**src/hw/rtl/assert_macros.svh**
```systemverilog
// Assertion helper macros for the distance field block.
// Included by modules that carry concurrent checks; no other dependencies.
`ifndef ASSERT_MACROS_SVH
`define ASSERT_MACROS_SVH

// Same-cycle implication, masked during reset.
`define ASSERT_IMP(lbl, clk, rstn, ante, cons) \
    lbl: assert property (@(posedge clk) disable iff (!rstn) (ante) |-> (cons)) \
        else $error("same-cycle implication check failed");

// Next-cycle implication, masked during reset.
`define ASSERT_NXT(lbl, clk, rstn, ante, cons) \
    lbl: assert property (@(posedge clk) disable iff (!rstn) (ante) |=> (cons)) \
        else $error("next-cycle implication check failed");

`endif

```
**src/hw/rtl/wsdf_pkg.sv**
```systemverilog
// Shared types and constants for the window-search distance field block.
// No dependencies; used by the interfaces, controller, datapath and top level.
`timescale 1ns / 1ps

package wsdf_pkg;

    // transaction field widths
    localparam int OP_W     = 1;
    localparam int IDX_W    = 18;
    localparam int CHAN_W   = 2;
    localparam int BYTE_W   = 8;
    localparam int OXY_W    = 8;

    // configuration port
    localparam int CFG_IDX_W  = 3;
    localparam int CFG_DATA_W = 10;
    localparam int CFG_SW_W   = 10;
    localparam int CFG_SH_W   = 10;
    localparam int CFG_OW_W   = 9;
    localparam int CFG_OH_W   = 9;
    localparam int CFG_R_W    = 7;

    localparam logic [CFG_SW_W-1:0] RST_SRC_WIDTH  = 10'd512;
    localparam logic [CFG_SH_W-1:0] RST_SRC_HEIGHT = 10'd512;
    localparam logic [CFG_OW_W-1:0] RST_OUT_WIDTH  = 9'd128;
    localparam logic [CFG_OH_W-1:0] RST_OUT_HEIGHT = 9'd128;
    localparam logic [CFG_R_W-1:0]  RST_RADIUS     = 7'd32;

    // fixed point
    localparam int V_W      = 17;
    localparam int NUM_W    = 26;
    localparam int ONE_Q16  = 65536;
    localparam int BYTE_SHIFT = 17;
    localparam logic [BYTE_W-1:0] INSIDE_LIMIT = 8'd127;
    localparam logic [BYTE_W-1:0] BYTE_MAX     = 8'd255;
    localparam logic [CHAN_W-1:0] KEPT_CHANNEL = 2'd0;

    typedef enum logic [CFG_IDX_W-1:0] {
        CFG_SRC_WIDTH     = 3'd0,
        CFG_SRC_HEIGHT    = 3'd1,
        CFG_OUT_WIDTH     = 3'd2,
        CFG_OUT_HEIGHT    = 3'd3,
        CFG_SEARCH_RADIUS = 3'd4,
        CFG_SOURCE_FORMAT = 3'd5
    } t_cfg_idx;

    typedef enum logic {
        OP_LOAD  = 1'b0,
        OP_QUERY = 1'b1
    } t_op;

    typedef enum logic [1:0] {
        DIV_X = 2'd0,
        DIV_Y = 2'd1,
        DIV_R = 2'd2
    } t_div_sel;

    typedef enum logic [4:0] {
        S_IDLE,
        S_LOAD,
        S_PREP,
        S_DIVX_GO,
        S_DIVX_RUN,
        S_DIVY_GO,
        S_DIVY_RUN,
        S_WIN,
        S_BASE,
        S_CRD,
        S_CWT,
        S_SCAN,
        S_DRAIN,
        S_SQ_GO,
        S_SQ_RUN,
        S_DIVR_GO,
        S_DIVR_RUN,
        S_FIN
    } t_state;

    typedef struct packed {
        logic     capture;
        logic     ram_wr;
        logic     prep;
        logic     div_start;
        t_div_sel div_sel;
        logic     take_x;
        logic     take_y;
        logic     win;
        logic     base;
        logic     centre_rd;
        logic     centre_take;
        logic     scan_issue;
        logic     sqrt_start;
        logic     out_load;
    } t_cmd;

    typedef struct packed {
        logic in_op;
        logic div_busy;
        logic sqrt_busy;
        logic scan_last;
        logic out_free;
    } t_status;

endpackage

```
**src/hw/rtl/wsdf_ctrl.sv**
```systemverilog
// Controller state machine: sequences load, divide, window scan, root and output.
// Depends on wsdf_pkg and assert_macros.svh.
`timescale 1ns / 1ps
`include "assert_macros.svh"

module wsdf_ctrl import wsdf_pkg::*; (
    input  logic    i_clk,
    input  logic    i_rst_n,
    input  logic    i_in_valid,
    output logic    o_in_ready,
    input  t_status i_status,
    output t_cmd    o_cmd
);
    t_state r_state;
    t_state n_state;

    always_ff @(posedge i_clk) begin
        if (!i_rst_n) begin
            r_state <= S_IDLE;
        end else begin
            r_state <= n_state;
        end
    end

    always_comb begin
        n_state    = r_state;
        o_cmd      = '0;
        o_in_ready = 1'b0;
        case (r_state)
            S_IDLE: begin
                o_in_ready = 1'b1;
                if (i_in_valid) begin
                    o_cmd.capture = 1'b1;
                    n_state = (i_status.in_op == OP_QUERY) ? S_PREP : S_LOAD;
                end
            end
            S_LOAD: begin
                o_cmd.ram_wr = 1'b1;
                n_state = S_IDLE;
            end
            S_PREP: begin
                o_cmd.prep = 1'b1;
                n_state = S_DIVX_GO;
            end
            S_DIVX_GO: begin
                o_cmd.div_start = 1'b1;
                o_cmd.div_sel   = DIV_X;
                n_state = S_DIVX_RUN;
            end
            S_DIVX_RUN: begin
                if (!i_status.div_busy) begin
                    o_cmd.take_x = 1'b1;
                    n_state = S_DIVY_GO;
                end
            end
            S_DIVY_GO: begin
                o_cmd.div_start = 1'b1;
                o_cmd.div_sel   = DIV_Y;
                n_state = S_DIVY_RUN;
            end
            S_DIVY_RUN: begin
                if (!i_status.div_busy) begin
                    o_cmd.take_y = 1'b1;
                    n_state = S_WIN;
                end
            end
            S_WIN: begin
                o_cmd.win = 1'b1;
                n_state = S_BASE;
            end
            S_BASE: begin
                o_cmd.base = 1'b1;
                n_state = S_CRD;
            end
            S_CRD: begin
                o_cmd.centre_rd = 1'b1;
                n_state = S_CWT;
            end
            S_CWT: begin
                o_cmd.centre_take = 1'b1;
                n_state = S_SCAN;
            end
            S_SCAN: begin
                o_cmd.scan_issue = 1'b1;
                if (i_status.scan_last) begin
                    n_state = S_DRAIN;
                end
            end
            S_DRAIN: begin
                n_state = S_SQ_GO;
            end
            S_SQ_GO: begin
                o_cmd.sqrt_start = 1'b1;
                n_state = S_SQ_RUN;
            end
            S_SQ_RUN: begin
                if (!i_status.sqrt_busy) begin
                    n_state = S_DIVR_GO;
                end
            end
            S_DIVR_GO: begin
                o_cmd.div_start = 1'b1;
                o_cmd.div_sel   = DIV_R;
                n_state = S_DIVR_RUN;
            end
            S_DIVR_RUN: begin
                if (!i_status.div_busy) begin
                    n_state = S_FIN;
                end
            end
            S_FIN: begin
                if (i_status.out_free) begin
                    o_cmd.out_load = 1'b1;
                    n_state = S_IDLE;
                end
            end
            default: begin
                n_state = S_IDLE;
            end
        endcase
    end

    `ASSERT_NXT(a_accept_leaves_idle, i_clk, i_rst_n, o_in_ready && i_in_valid, r_state == S_LOAD || r_state == S_PREP)
    `ASSERT_NXT(a_scan_ends_in_drain, i_clk, i_rst_n, r_state == S_SCAN && i_status.scan_last, r_state == S_DRAIN)
endmodule

```
**config.mk**
```make
export PLATFORM = sky130hd
export DESIGN_NAME = wsdf_ctrl
export DESIGN_NICKNAME = d
export VERILOG_FILES = /design/src/hw/rtl/wsdf_pkg.sv /design/src/hw/rtl/wsdf_ctrl.sv
export VERILOG_INCLUDE_DIRS = /design/src /design/src/hw/rtl
export SDC_FILE = /design/constraint.sdc
export NUM_CORES = 1
export LEC_CHECK = 0
export ABC_AREA = 1
export BUFFER_PORTS_ARGS = -buffer_cell sky130_fd_sc_hd__buf_2
export CORE_UTILIZATION = 35
export CTS_BUF_LIST = sky130_fd_sc_hd__clkbuf_8
export CTS_CLUSTER_SIZE = 25
export DETAILED_ROUTE_END_ITERATION = 8
export GPL_TIMING_DRIVEN = 0
export PLACE_DENSITY = 0.65
export SETUP_SLACK_MARGIN = 0.5
export SLEW_MARGIN = 5
export SYNTH_ARGS = -nofsm -noshare
export SYNTH_HDL_FRONTEND = slang
export SYNTH_SLANG_ARGS = --single-unit
```
**constraint.sdc**
```tcl
create_clock -name i_clk -period 1.2 [get_ports i_clk]
set_input_delay 0.06 -clock i_clk [delete_from_list [all_inputs] [get_ports i_clk]]
set_output_delay 0.06 -clock i_clk [all_outputs]
set_load 0.03 [all_outputs]
```
==> flow_metrics.py <==
metrics = {
    "floorplanning": {
        "ios": 24,
        "num_rows": 13,
        "die_area_um2": 1620,
        "start_util_pct": 38.3,
        "die_w_um": 40.2,
        "fp.dieH_um": 40.2,
        "coreArea_um2": 1330,
    },
    "power": {
        "p_switching_uw": 1330,
        "totalPowerFinal_uw": 2530,
        "seqPwrFrac_pct": 16.0,
        "total_leakage_power_uw": 0.000537,
        "power_density_nw_per_um2": 2370,
        "combPwrFrac_pct": 72.4,
        "p_int_uw": 1200,
        "clockPowerShare_pct": 11.6,
        "p_sw_share_pct": 52.6,
        "vdd.ir_drop.worst_mv": 1.97,
    },
    "timing": {
        "period_minus_slack_ns": 1.34,
        "max_slew_margin_pct": 82.6,
        "drv_slew": 0,
        "finalSetupViolations": 15,
        "finalWorstSetupSlack_ns": -0.139,
        "max_freq_ghz": 0.747,
        "rsz0062_at_grt": "true",
        "timing.final.crit_share_pct": 112,
        "clock_skew_ns": 0.00113,
        "hold_violations": 0,
        "max_slew.worst_pin.slew_ns": 0.258,
    },
    "flow_run": {
        "drv_cap": 0,
    },
    "global_route": {
        "grt_pass1_wl_um": 2350,
        "grt_start_max_net_pins": 9,
        "overflow": 0,
        "grt_pass1_vias": 584,
        "antenna_found_initial": 0,
        "grt_usage_pct": 22.2,
    },
    "clock_network": {
        "clk_path_buf_depth": 2,
        "cts_tree": "yes",
        "cts_hold_buf": 0,
        "clock-sinks": 5,
        "numCtsBuffers": 3,
        "h-tree-depth": 1,
        "ctsRootBufferMaster": "clkbuf_8",
        "cts.clk_slew.worst_paths_ns": 0.03,
        "clock_latency_ns": 0.22,
    },
    "setup_path": {
        "endpoint_kind": "primary output",
        "crit_family": "flip-flops",
        "critical_path.cell_chain": "inv_4 > nor2_4 > nand2_4 > inv_4 > nand2_4 > nand3_2 > buf_6",
        "required_ns": 1.14,
        "crit_path_start_kind": "flop",
        "worst-path-max-fanout": 6,
        "worst-path-buf-inv": 3,
        "cp_slowest_cell": "dfxtp_4",
        "cpPeakStageDelay_ns": 0.40,
        "critPathKind": "reg2out",
        "crit_arrival_ns": 1.28,
    },
    "yosys": {
        "yosys_warnings": 0,
        "synth_top_cell_by_area": "dfxtp_1",
        "avgSynthCellArea_um2": 5.43,
        "synth_cell_types": 18,
        "synth.net_count": 102,
        "ys_ff_latch": 5,
        "synth_top_area_share_pct": 19.6,
        "synth_area_um2": 510,
        "ys_seq_area_share_pct": 19.6,
        "synth_area_leaders": "dfxtp_1, nand2_1, nor2_1",
        "syn_inst": 94,
    },
    "cells_and_area": {
        "nNetsFinal": 140,
        "syn_to_final_growth_pct": 109,
        "layout.cells.most_common_list": "nand2_1, buf_6, buf_4",
        "drive_gt1_share_pct": 61.8,
        "layout_commonest_cell": "nand2_1",
        "fillers": 92,
        "antenna_cells": 0,
        "largest_reg_flops": 5,
        "biggestRegsByFlops": "r_state: 5 flops",
        "regArea_um2": 119,
        "top_register": "r_state",
        "multi_input_area_um2": 532,
    },
    "worst_hold_path": {
        "hold_path_class": "in2reg",
    },
    "status": {
        "status": "finished, violations left",
        "violations": "negative setup slack",
    },
    "placement": {
        "pre_cts_ws_ns": -0.146,
        "place_hpwl_um": 1100,
        "place_congestion": 0.896,
        "io_buffers": 23,
    },
    "route": {
        "drt-wirelength-per-cell_um": 11.7,
        "drtIter0Drc": 28,
        "first_pass_iters": 4,
        "vias": 728,
        "drcViolationCount": 0,
        "avgViaCountPerCell": 4.99,
        "wirelength_um": 1710,
        "postRouteAntennaNets": 0,
    },
}
-- metrics by stage --
stage | cells | utilization [%] | TNS [ns] | cell area [um^2] | hold slack [ns]
2_1_floorplan | 94 | - | -0.443 | 657 | 0.165
3_3_place_gp | 132 | 59.3 | -0.751 | 791 | 0.338
3_5_place_dp | 132 | 59.3 | -0.697 | 791 | 0.342
4_1_cts | 142 | 74.3 | -1.21 | 991 | 0.114
5_1_grt | 146 | 80.1 | -2.38 | 1070 | 0.129
6_report | 146 | 80.1 | -1.11 | 1070 | 0.118
-- worst register-to-register path: stages (launching register included) --
cell and delay [ns]:
dfxtp_4 0.37, nor2_4 0.21, buf_6 0.12, nand4_1 0.07, nand2_1 0.09, nor2_2 0.04
nand2_2 0.13, nand2_1 0.07, nand2_1 0.07, nor2_2 0.03
-- final timing paths --
kind	slack (ns)	cells past startpoint	end	start
worst max-delay path	-0.14	7	o_cmd[11]	r_state[0]$_SDFFE_PN0P_
worst min register to register	0.62	4	r_state[2]$_SDFFE_PN0P_	r_state[2]$_SDFFE_PN0P_
worst min-delay path	0.12	3	r_state[0]$_SDFFE_PN0P_	i_rst_n
worst max register to register	-0.11	9	r_state[2]$_SDFFE_PN0P_	r_state[3]$_SDFFE_PN0P_
-- final cells by class --
class | instances | share of cell area, %
timing repair buffer | 33 | 26.1
clock buffer | 3 | 3.86
clock inverter | 1 | 0.351
sequential | 5 | 11.1
multi-input combinational | 73 | 49.8
inverter | 16 | 7.03
tap | 15 | 1.76
-- logic make-up after synthesis --
group                  share of synthesized area [%]
and+or+nand+nor                                 60.5
buffers and inverters                           11.8
AOI/OAI and AO/OA                               8.09
DFF                                             19.6
-- power by group through the flow --
stage	clock [uW]	combinational, uW	sequential (uW)
6_report	294	1830	405
5_1_grt	325	1970	417
4_1_cts	305	1640	382
3_5_place_dp	0	1270	406
3_3_place_gp	0	1280	406
2_1_floorplan	0	1050	384
-- Yosys cell counts --
cell type  instances
nand3_1            4
o22ai_1            1
inv_2              2
a21oi_1            2
nor2_1            18
nand4_1            5
nand3_2            1
inv_1             14
nand2_1           23
nor3_1             4
o31ai_1            1
nand2_2            2
o21ai_1            1
o21ai_0            1
dfxtp_1            5
nor2_2             8
o211ai_1           1
nor2_4             1
-- per-layer routing --
| layer | wire [um] | global-route usage (%) | part of all wire [%] |
|---|---|---|---|
| met1 | 739 | 24.8 | 43 |
| met2 | 892 | 37.9 | 52 |
| met3 | 62 | 3.33 | 3.6 |
| met4 | 13 | 15.8 | 0.76 |
| met5 | 0 | 0 | 0 |
-- what timing repair did --
action | 4_1_cts | 5_1_grt
gates cloned | 0 | 0
pin swaps | 10 | 14
endpoints found under the setup margin | 21 | 21
setup buffers | 6 | 4
resized for setup | 34 | 19
Note: power is estimated with default switching activity, not from simulation.
